**config.mk**
```make
export PLATFORM = sky130hd
export DESIGN_NAME = box_sum_3x3_zero_pad_top
export DESIGN_NICKNAME = d
export VERILOG_FILES = /design/src/rtl/bsum_pkg.sv /design/src/rtl/bsum_cfg.sv /design/src/rtl/bsum_line_mem.sv /design/src/rtl/bsum_window.sv /design/src/rtl/bsum_out.sv /design/src/rtl/box_sum_3x3_zero_pad_top.sv
export SDC_FILE = /design/constraint.sdc
export NUM_CORES = 2
export LEC_CHECK = 0
export ABC_CLOCK_PERIOD_IN_PS = 18500
export BUFFER_PORTS_ARGS = -buffer_cell sky130_fd_sc_hd__buf_2
export CORE_MARGIN = 1.5
export CORE_UTILIZATION = 35
export DETAILED_ROUTE_END_ITERATION = 10
export PLACE_DENSITY_LB_ADDON = 0.3
export SYNTH_ARGS = -nofsm -noshare
export SYNTH_HDL_FRONTEND = slang
export SYNTH_SLANG_ARGS = --single-unit
```
**constraint.sdc**
```tcl
create_clock -name clk -period 18.5 [get_ports clk]
set_input_delay 0.925 -clock clk [delete_from_list [all_inputs] [get_ports clk]]
set_output_delay 0.925 -clock clk [all_outputs]
set_load 0.02 [all_outputs]
```
**src/rtl/bsum_pkg.sv**
```systemverilog
`timescale 1ns / 1ps
// ----------------------------------------------------------------------------
// bsum_pkg
// Shared widths, register codes, pipeline structs and helpers for the 3x3
// box sum block.
// ----------------------------------------------------------------------------
package bsum_pkg;

  localparam int PIX_W      = 8;
  localparam int COL_W      = 8;
  localparam int ROW_W      = 9;
  localparam int DIM_W      = 9;
  localparam int LINE_DEPTH = 256;
  localparam int LINE_AW    = $clog2(LINE_DEPTH);
  localparam int COLSUM_W   = 10;
  localparam int SUM_W      = 12;
  localparam int POS_W      = 8;
  localparam int DATA_W     = 32;
  localparam int ADDR_W     = 3;

  localparam logic [DIM_W-1:0] DIM_MAX = 9'd256;

  // Register index, taken from paddr[2].
  localparam logic REG_WIDTH  = 1'b0;
  localparam logic REG_HEIGHT = 1'b1;

  // One accepted pixel on its way to the line memory read-modify-write.
  typedef struct packed {
    logic [COL_W-1:0] col;
    logic [ROW_W-1:0] row;
    logic [PIX_W-1:0] cur;
    logic             row_ge1;
    logic             row_ge2;
    logic             last_col;
  } item_t;

  // Up to two results caused by one pixel.
  typedef struct packed {
    logic             has_a;
    logic             has_b;
    logic [SUM_W-1:0] sum_a;
    logic [SUM_W-1:0] sum_b;
    logic [POS_W-1:0] row;
    logic [POS_W-1:0] col;
  } res_t;

  // Zero counts as one, anything past the maximum counts as the maximum.
  function automatic logic [DIM_W-1:0] eff_dim(input logic [DIM_W-1:0] v);
    logic [DIM_W-1:0] r;
    if (v == '0) begin
      r = 9'd1;
    end else if (v > DIM_MAX) begin
      r = DIM_MAX;
    end else begin
      r = v;
    end
    return r;
  endfunction

endpackage

```
**src/rtl/bsum_cfg.sv**
```systemverilog
`timescale 1ns / 1ps
// ----------------------------------------------------------------------------
// bsum_cfg
// APB register file holding the image width and height.
// ----------------------------------------------------------------------------
module bsum_cfg (
  input  logic                       clk,
  input  logic                       rst,
  input  logic                       psel,
  input  logic                       penable,
  input  logic                       pwrite,
  input  logic [bsum_pkg::ADDR_W-1:0] paddr,
  input  logic [bsum_pkg::DATA_W-1:0] pwdata,
  output logic [bsum_pkg::DATA_W-1:0] prdata,
  output logic                       pready,
  output logic [bsum_pkg::DIM_W-1:0]  image_width,
  output logic [bsum_pkg::DIM_W-1:0]  image_height
);
  import bsum_pkg::*;

  logic wr_en;

  assign pready = 1'b1;
  assign wr_en  = psel && penable && pwrite && pready;

  always_ff @(posedge clk) begin
    if (rst) begin
      image_width  <= DIM_MAX;
      image_height <= DIM_MAX;
    end else if (wr_en) begin
      unique case (paddr[2])
        REG_WIDTH:  image_width  <= pwdata[DIM_W-1:0];
        REG_HEIGHT: image_height <= pwdata[DIM_W-1:0];
        default: ;
      endcase
    end
  end

  always_comb begin
    prdata = '0;
    unique case (paddr[2])
      REG_WIDTH:  prdata = DATA_W'(image_width);
      REG_HEIGHT: prdata = DATA_W'(image_height);
      default:    prdata = '0;
    endcase
  end

endmodule

```
**src/rtl/bsum_line_mem.sv**
```systemverilog
`timescale 1ns / 1ps
// ----------------------------------------------------------------------------
// bsum_line_mem
// Line memory holding the two previous rows side by side in one word,
// with registered read data and write-to-read forwarding.
// ----------------------------------------------------------------------------
module bsum_line_mem (
  input  logic                         clk,
  input  logic                         re,
  input  logic [bsum_pkg::LINE_AW-1:0] raddr,
  output logic [2*bsum_pkg::PIX_W-1:0] rd_data,
  input  logic                         we,
  input  logic [bsum_pkg::LINE_AW-1:0] waddr,
  input  logic [2*bsum_pkg::PIX_W-1:0] wdata
);
  import bsum_pkg::*;

  logic [2*PIX_W-1:0] mem [LINE_DEPTH];

  always_ff @(posedge clk) begin
    if (we) begin
      mem[waddr] <= wdata;
    end
  end

  // A one-pixel-wide image reads the entry that is written in the same cycle.
  always_ff @(posedge clk) begin
    if (re) begin
      if (we && (waddr == raddr)) begin
        rd_data <= wdata;
      end else begin
        rd_data <= mem[raddr];
      end
    end
  end

endmodule

```
**src/rtl/bsum_window.sv**
```systemverilog
`timescale 1ns / 1ps
// ----------------------------------------------------------------------------
// bsum_window
// Sliding 3x3 window kept as the sums of its two older columns; forms the
// new column from the line memory and the results of one pixel.
// ----------------------------------------------------------------------------
module bsum_window (
  input  logic                         clk,
  input  logic                         rst,
  input  logic                         advance,
  input  bsum_pkg::item_t              item,
  input  logic [2*bsum_pkg::PIX_W-1:0] rd_data,
  output logic [2*bsum_pkg::PIX_W-1:0] wdata,
  output bsum_pkg::res_t               res
);
  import bsum_pkg::*;

  logic [COLSUM_W-1:0] prev1;
  logic [COLSUM_W-1:0] prev2;
  logic [COLSUM_W-1:0] prev1_eff;
  logic [COLSUM_W-1:0] prev2_eff;
  logic [COLSUM_W-1:0] cs_new;
  logic [PIX_W-1:0]    above;
  logic [PIX_W-1:0]    two_above;
  logic [PIX_W-1:0]    px_mid;
  logic [PIX_W-1:0]    px_top;
  logic [SUM_W-1:0]    sum_b;
  logic                col_zero;

  always_comb begin
    above     = rd_data[PIX_W-1:0];
    two_above = rd_data[2*PIX_W-1:PIX_W];
    px_mid    = item.row_ge1 ? above : '0;
    px_top    = item.row_ge2 ? two_above : '0;
    col_zero  = (item.col == '0);
    // The window starts empty at the left border.
    prev1_eff = col_zero ? '0 : prev1;
    prev2_eff = col_zero ? '0 : prev2;
    cs_new    = COLSUM_W'(px_mid) + COLSUM_W'(px_top) + COLSUM_W'(item.cur);
    sum_b     = SUM_W'(prev1_eff) + SUM_W'(cs_new);

    res.has_a = item.row_ge1 && !col_zero;
    res.has_b = item.row_ge1 && item.last_col;
    res.sum_a = SUM_W'(prev2_eff) + sum_b;
    res.sum_b = sum_b;
    res.row   = item.row[POS_W-1:0] - POS_W'(1);
    res.col   = item.col;

    wdata = {above, item.cur};
  end

  always_ff @(posedge clk) begin
    if (rst) begin
      prev1 <= '0;
      prev2 <= '0;
    end else if (advance) begin
      prev2 <= prev1_eff;
      prev1 <= cs_new;
    end
  end

endmodule

```
**src/rtl/bsum_out.sv**
```systemverilog
`timescale 1ns / 1ps
// ----------------------------------------------------------------------------
// bsum_out
// Output register holding the results of one pixel and sending them one
// transaction at a time.
// ----------------------------------------------------------------------------
module bsum_out (
  input  logic                        clk,
  input  logic                        rst,
  input  logic                        load,
  input  bsum_pkg::res_t              res,
  output logic                        free,
  output logic                        m_tvalid,
  input  logic                        m_tready,
  output logic [bsum_pkg::DATA_W-1:0] m_tdata,
  output logic                        m_tlast
);
  import bsum_pkg::*;

  logic             pend_a;
  logic             pend_b;
  logic [SUM_W-1:0] sum_a;
  logic [SUM_W-1:0] sum_b;
  logic [POS_W-1:0] row;
  logic [POS_W-1:0] col;
  logic             fire;
  logic [SUM_W-1:0] sum_sel;
  logic [POS_W-1:0] col_sel;

  assign m_tvalid = pend_a || pend_b;
  assign fire     = m_tvalid && m_tready;
  assign free     = !m_tvalid || (fire && !(pend_a && pend_b));

  always_comb begin
    sum_sel = pend_a ? sum_a : sum_b;
    col_sel = pend_a ? (col - POS_W'(1)) : col;
    m_tlast = pend_a ? !pend_b : 1'b1;
    m_tdata = DATA_W'({col_sel, row, sum_sel});
  end

  always_ff @(posedge clk) begin
    if (rst) begin
      pend_a <= 1'b0;
      pend_b <= 1'b0;
    end else if (load) begin
      pend_a <= res.has_a;
      pend_b <= res.has_b;
    end else if (fire) begin
      if (pend_a) begin
        pend_a <= 1'b0;
      end else begin
        pend_b <= 1'b0;
      end
    end
  end

  always_ff @(posedge clk) begin
    if (load) begin
      sum_a <= res.sum_a;
      sum_b <= res.sum_b;
      row   <= res.row;
      col   <= res.col;
    end
  end

endmodule

```
**src/rtl/box_sum_3x3_zero_pad_top.sv**
```systemverilog
`timescale 1ns / 1ps
// A pixel's first result goes through the second stage and the output register.
// Throughput: one pixel per cycle, set by the single read and write port of the
// line memory, unless the output stalls; a two-result row end sends two transactions.
// Reset: counters, window and output register clear on a synchronous reset; the line
// memory is not cleared and needs no sweep.
// ----------------------------------------------------------------------------
// box_sum_3x3_zero_pad_top
// Streaming 3x3 box sum with zero padding over a raster-order pixel stream.
// ----------------------------------------------------------------------------
module box_sum_3x3_zero_pad_top (
  input  logic                        clk,
  input  logic                        rst,
  // APB configuration port
  input  logic                        psel,
  input  logic                        penable,
  input  logic                        pwrite,
  input  logic [bsum_pkg::ADDR_W-1:0] paddr,
  input  logic [bsum_pkg::DATA_W-1:0] pwdata,
  output logic [bsum_pkg::DATA_W-1:0] prdata,
  output logic                        pready,
  // Pixel stream in
  input  logic                        s_tvalid,
  output logic                        s_tready,
  input  logic [7:0]                  s_tdata,  // [7:0] pixel_value
  input  logic                        s_tuser,  // [0] req_type
  // Result stream out
  output logic                        m_tvalid,
  input  logic                        m_tready,
  output logic [bsum_pkg::DATA_W-1:0] m_tdata,  // [11:0] window_sum, [19:12] out_row,
                                                // [27:20] out_col, [31:28] zero
  output logic                        m_tlast   // run_last
);
  import bsum_pkg::*;

  logic [DIM_W-1:0]   image_width;
  logic [DIM_W-1:0]   image_height;
  logic [DIM_W-1:0]   w_eff;
  logic [DIM_W-1:0]   h_eff;
  logic [ROW_W-1:0]   row_count;
  logic [COL_W-1:0]   col_count;
  logic               virt;
  logic               last_col;
  logic               accept;
  item_t              item_next;
  item_t              s1_item;
  logic               s1_valid;
  logic               produces;
  logic               b_adv;
  logic               out_free;
  logic [2*PIX_W-1:0] rd_data;
  logic [2*PIX_W-1:0] wdata;
  res_t               res;

  bsum_cfg u_cfg (
    .clk          (clk),
    .rst          (rst),
    .psel         (psel),
    .penable      (penable),
    .pwrite       (pwrite),
    .paddr        (paddr),
    .pwdata       (pwdata),
    .prdata       (prdata),
    .pready       (pready),
    .image_width  (image_width),
    .image_height (image_height)
  );

  always_comb begin
    w_eff    = eff_dim(image_width);
    h_eff    = eff_dim(image_height);
    virt     = (row_count >= h_eff);
    last_col = (DIM_W'(col_count) >= (w_eff - DIM_W'(1)));

    item_next.col      = col_count;
    item_next.row      = row_count;
    item_next.cur      = (!s_tuser && !virt) ? s_tdata : '0;
    item_next.row_ge1  = (row_count >= ROW_W'(1));
    item_next.row_ge2  = (row_count >= ROW_W'(2));
    item_next.last_col = last_col;
  end

  // The second stage owns the read-modify-write and the window; it moves on
  // unless its results would land on an output register that is still busy.
  assign produces = s1_item.row_ge1 && ((s1_item.col != '0) || s1_item.last_col);
  assign b_adv    = s1_valid && (!produces || out_free);
  assign s_tready = !s1_valid || b_adv;
  assign accept   = s_tvalid && s_tready;

  always_ff @(posedge clk) begin
    if (rst) begin
      row_count <= '0;
      col_count <= '0;
      s1_valid  <= 1'b0;
    end else begin
      if (accept) begin
        if (last_col) begin
          col_count <= '0;
          row_count <= virt ? '0 : (row_count + ROW_W'(1));
        end else begin
          col_count <= col_count + COL_W'(1);
        end
        s1_valid <= 1'b1;
      end else if (b_adv) begin
        s1_valid <= 1'b0;
      end
    end
  end

  always_ff @(posedge clk) begin
    if (accept) begin
      s1_item <= item_next;
    end
  end

  bsum_line_mem u_line_mem (
    .clk     (clk),
    .re      (accept),
    .raddr   (LINE_AW'(col_count)),
    .rd_data (rd_data),
    .we      (b_adv),
    .waddr   (LINE_AW'(s1_item.col)),
    .wdata   (wdata)
  );

  bsum_window u_window (
    .clk     (clk),
    .rst     (rst),
    .advance (b_adv),
    .item    (s1_item),
    .rd_data (rd_data),
    .wdata   (wdata),
    .res     (res)
  );

  bsum_out u_out (
    .clk      (clk),
    .rst      (rst),
    .load     (b_adv && produces),
    .res      (res),
    .free     (out_free),
    .m_tvalid (m_tvalid),
    .m_tready (m_tready),
    .m_tdata  (m_tdata),
    .m_tlast  (m_tlast)
  );

endmodule

```
Yosys cells after proc, flatten, opt, wreduce, memory -nomap -nowiden
Memory sizes are Yosys's and may differ from the RTL's. A register that Yosys moved wholly into a read port is not among the register bits.
Cells that the tools add are included.
{"block": "word_totals", "in_bits": 51, "word_cells": 95, "memories": 1, "reg_bits": 125, "ramBits": 4096, "output_inout_bits": 68}
{"memory": "u_line_mem.mem", "words": 256, "word_bits": 16, "read_ports": 1, "rd_ports_with_merged_regs": 1, "write_ports": 1, "line": "bsum_line_mem.sv:18", "source": "logic [2*PIX_W-1:0] mem [LINE_DEPTH];"}
{"block": "op_classes", "mux": 23, "eq_ne": 1, "n_reduce_logical": 35, "n_addsub": 9, "n_bitwise": 1, "n_lt_le_gt_ge": 6}
{"op": "$pmux W32 S2", "n": 1}
{"op": "$mux W9", "n": 5}
{"op": "$mux W8", "n": 4}
{"op": "$mux W10", "n": 2}
{"op": "$gt A9 B9 Y1 const B", "n": 2}
{"op": "$logic_not A9 Y1", "n": 2}
{"op": "$sub A8 B1 Y8 const B", "n": 2}
{"op": "$add A10 B12 Y12", "n": 1}
{"op": "$logic_and A1 B1 Y1", "n": 12}
{"op": "$mux W12", "n": 1}
{"op": "$add A10 B10 Y11", "n": 1}
{"op": "$add A10 B8 Y10", "n": 1}
{"op": "$mux W1", "n": 10}
{"op": "$add A8 B8 Y9", "n": 1}
{"op": "$add A9 B1 Y9 const B", "n": 1}
{"op": "$ge A8 B9 Y1", "n": 1}
{"op": "$ge A9 B1 Y1 const B", "n": 1}
{"op": "$ge A9 B2 Y1 const B", "n": 1}
{"op": "$ge A9 B9 Y1", "n": 1}
{"op": "$sub A9 B1 Y9 const B", "n": 1}
{"op": "$add A8 B1 Y8 const B", "n": 1}
{"op": "$logic_not A1 Y1", "n": 8}
{"op": "$logic_not A8 Y1", "n": 1}
{"op": "$reduce_and A2 Y1", "n": 4}
{"op": "5 further kinds", "n": 10}

Logic depth before layout (Yosys ltp)
{"block": "depth", "word_depth": 9, "ltp_mapped": 23, "depth_no_buf": 22}

Modules after synthesis
Synthesis repeated with hierarchy kept, for this count alone.
{"block": "unflattened", "cells_unflattened": 8202, "hier_area_um2": 166035.5}
{"mod": "bsum_line_mem", "area_each_um2": 158228.0, "n_inst": 1, "seq_area_each_um2": 123478.4, "cells_per_inst": 7444}
{"mod": "bsum_window", "area_each_um2": 2612.5, "n_inst": 1, "seq_area_each_um2": 400.4, "cells_per_inst": 325}
{"mod": "box_sum_3x3_zero_pad_top", "area_each_um2": 2462.4, "n_inst": 1, "seq_area_each_um2": 1201.2, "cells_per_inst": 232}
{"mod": "bsum_out", "area_each_um2": 1649.1, "n_inst": 1, "seq_area_each_um2": 1241.2, "cells_per_inst": 94}
{"mod": "bsum_cfg", "area_each_um2": 1083.5, "n_inst": 1, "seq_area_each_um2": 360.3, "cells_per_inst": 107}

Worst setup path after synthesis
No wires, ideal clock.
{"block": "synth_timing", "kind": "register -> register", "start": "register u_line_mem.rd_data[1] (netlist bit), read port of u_line_mem.mem", "end": "register u_out.sum_a[9], data pin", "setup_time_ps": 269, "arrival_ps": 7206, "required_ps": 18231, "synth_period_minus_slack_ps": 7475, "stages_incl_launch_ff": 21, "setup_slack_ps": 11025, "n_path_buf": 0, "path_cell_list": "edfxtp_1 -> and2_1 -> ha_1 -> a21o_1 -> a21oi_1 -> xnor2_1 -> ha_1 -> o21ai_0 -> a21boi_0 -> o21ai_0 -> nor2b_1 -> xnor2_1 -> ha_1 -> a21oi_1 -> o21ai_0 -> a21o_1 -> a21oi_1 -> xnor2_1 -> ha_1 -> a2111oi_0 -> nor3_1"}
{"item": "start, declared", "line": "bsum_line_mem.sv:11", "source": "output logic [2*bsum_pkg::PIX_W-1:0] rd_data,"}
{"item": "end signal, assigned", "line": "bsum_out.sv:59", "source": "sum_a <= res.sum_a;"}
{"item": "end, declared", "line": "bsum_out.sv:22", "source": "logic [SUM_W-1:0] sum_a;"}

==> out/qor.yml <==
final_layout:
  fillCellCount: 40900
  multiInputGateArea_um2: 36400
  finalInstanceArea_um2: 189000
  area_delta_synth_final_pct: 14.3
  fin_nets: 8419
  drive_gt1_share_pct: 25.6
  ff_latch_area_um2: 127000
route:
  dr.pass1.iters: 5
  route.detailed.drc: 0
  routed_wl_um: 465000
  wl_per_cell_um: 31.3
  vias: 83300
  ant_nets: 0
  drt_iter0_markers: 11200
  viasPerCell: 5.60
power:
  power_density_nw_per_um2: 109
  vdd_drop_max_mv: 0.0788
  power_w: 0.0206
  p_leak_nw: 58.2
clock_tree:
  cts_root_buf: "clkbuf_16"
  clk_latency_ns: 1.01
  holdBufCountCts: 0
  cts_num_sinks: 4236
  htreeDepth: 5
  cts_buffer_depth: 4
  post-cts-setup-buffer-count: 0
  cts_tree: "done"
  cts_buffers: 421
  path_clk_slew_ns: 0.06
  cts_resized: 0
setup_path:
  crit_start: "col_count[0]"
  crit_type: "flip-flop to flip-flop"
  cp-start-kind: "flip-flop"
  crit_arrival_ns: 7.30
  r2r-start: "col_count[0]"
  regToRegSetupSlack_ns: 11.91
  crit_path_max_fanout: 91
  r2r_cells: 9
  reg2reg_to: "u_line_mem.rd_data[10]"
  required_ns: 19.21
  crit_path_end_kind: "flip-flop"
timing:
  finalWorstSetupSlack_ns: 11.91
  fmax_mhz: 152
  rsz0062_at_grt: "false"
  finalClockSkew_ns: 0.0674
  setup_violations: 0
  hold_viol: 0
  slew_violations: 0
  relSlewSlack_pct: 1.53
  worst_pin_slew_ns: 1.48
  final.setup.tns_ns: 0
  finalCritPeriodShare_pct: 35.6
  fin_crit_ns: 6.59
outcome:
  run_status: "finished, final reports clean"
synthesis:
  seq_area_frac_synth_pct: 76.8
  syn_area_per_cell_um2: 21.0
  ys_seq_elements: 4236
  synth_area_um2: 165000
  yosys.area.top_type_share_pct: 76.1
  yosys-top-cells-area: "edfxtp_1, mux4_2, mux2i_1, nor2_1, dfxtp_1"
  synth_edf_count: 4178
  ys.flop_type: "edfxtp_1"
  synth_cells: 7849
  synth_warnings: 0
  ys_types: 74
  async_reset_ff_share_pct: 0
  yosysTopAreaCell: "edfxtp_1"
floorplanning:
  die_w_um: 689
  initial_utilization_pct: 35.2
  rows: 251
  fp.dieH_um: 689
  core_um2: 468000
  ios: 119
  dieArea_um2: 475000
global_route:
  top_usage_layer: "met2"
  grt_remaining_overflow: 0
  met3_usage_pct: 3.76
  grt_pass1_vias: 82000
  grt_start_max_net_pins: 211
  grt_usage_pct: 19.2
  use_met1_pct: 27.1
  met2_usage_pct: 30.1
  grt_pass1_wl_um: 645000
  antenna_found_initial: 25
worst_hold_path:
  min_path_cells: 3
  hold_class: "input port to flip-flop"
  worstHoldStart: "pwdata[4]"
  min_to: "u_cfg.image_width[4]"
placed_design:
  io_buffers: 65
  placement.cell_area_um2: 175000
  hpwlAfterDp_um: 264000
  gp_congestion: 0.842
  dp_slack_ns: 11.88
job:
  maxCapViolations: 0
-- placed cells by master, fill, tap and decap left out, types with 39 or more instances in the layout --
cell       instances
bufinv_16         50
a21oi_1          213
a211oi_1          39
and2_1            45
buf_4            387
nand2_1          244
ha_1              61
buf_2             65
mux2i_1          352
nand3_1           59
a221oi_1          59
o22ai_1           43
clkinv_2          77
clkinv_1          89
clkbuf_16        426
a22oi_1          129
dfxtp_1           51
clkbuf_1         102
nor2_1           244
o21ai_0           75
edfxtp_1        4178
nor2_2           114
nor3_1            40
mux4_2           964
-- flip-flops by register name, summed over array words and instances (netlist names) --
name / flops
u_out.pend_a: 1
u_window.prev2: 10
u_cfg.image_height: 9
u_out.col: 8
u_out.sum_a: 12
u_line_mem.mem: 4096
col_count: 8
u_window.prev1: 10
u_out.pend_b: 1
u_out.row: 8
u_cfg.image_width: 9
s1_valid: 1
u_line_mem.rd_data: 16
row_count: 9
s1_item: 27
u_out.sum_b: 11
-- where the power goes --
part,total [W],internal (W),switching (W)
clock,0.00861,0.00495,0.00366
combinational,0.00131,0.000500,0.000811
sequential,0.0107,0.0106,0.0000277
-- worst max-delay path by stage --
stage,endpoint,slack [ns],depth (start not counted)
floorplan,u_out.sum_a[9],11.02,20
global placement,u_line_mem.rd_data[10],11.90,10
detailed placement,u_line_mem.rd_data[10],11.88,10
CTS,u_line_mem.rd_data[10],11.88,10
global route,u_line_mem.rd_data[10],11.61,9
finish,u_line_mem.rd_data[10],11.91,9
-- cells in the mapped netlist, drive strengths merged (8+ instances only) --
cell and number:
clkbuf 219, mux2i 352, or4 8, nand3 66, edfxtp 4178, dfxtp 58, ha 61, nand4 19
a21oi 213, nor4 11, o21ai 77, o21a 8, buf 253, or3 11, xnor2 33, a211o 8
and2 48, a22o 20, nand2b 8, nor2 362, xor2 23, a221oi 59, a22oi 129, mux2 27
a31oi 17, inv 37, a21o 19, nand2 248, o22ai 43, mux4 964, o221ai 17, nor2b 36
a211oi 39, nor3 41, o211ai 34, o2111ai 8
-- stage by stage --
step	std cells	hold WS (ns)	utilization [%]
detailed placement	14100	0.443	37.3
global route	14900	0.172	40.3
global placement	14100	0.442	37.3
floorplan	7875	0.421	-
CTS	14900	0.124	40.3
finish	14900	0.201	40.3
-- worst max-delay path: stages, from the launching register on --
cell and delay (ns):
dfxtp_4 0.76, buf_4 0.71, buf_12 0.65, buf_4 0.60, buf_4 0.67, mux4_2 0.59
a221oi_1 1.01, o221ai_1 0.23, o211ai_1 0.60, o311ai_0 0.27
-- logic make-up (layout without fill, tap and decap cells) --
family,count (synthesis),after routing,synth area share (%)
XOR/XNOR,56,56,0.297
multiplexers,1343,1343,15.5
buffers and inverters,512,1297,1.44
adder cells (fa/ha/maj),66,66,0.518
AO/OA/AOI/OAI,755,755,3.08
AND/OR/NAND/NOR,879,879,2.37
flip-flops,4236,4236,76.8
other,2,32,0.00456
-- layer usage --
| metal | wire, um | vias to the layer above |
|---|---|---|
| met3 | 43400 | 704 |
| met2 | 216000 | 4158 |
| li1 | - | 33600 |
| met5 | 13 | - |
| met1 | 191000 | 44800 |
| met4 | 15800 | 2 |
-- area by class of cell --
cell class                 instances  share of cell area [%]
antenna                            4                 0.00531
clock buffer                     529                    5.87
clock inverter                   251                    1.47
inverter                          40                  0.0863
multi-input combinational       3127                    19.3
sequential                      4236                    67.2
tap                             6198                    4.11
timing repair buffer             477                    1.98
No activity file was read; power rests on OpenSTA's default activity.
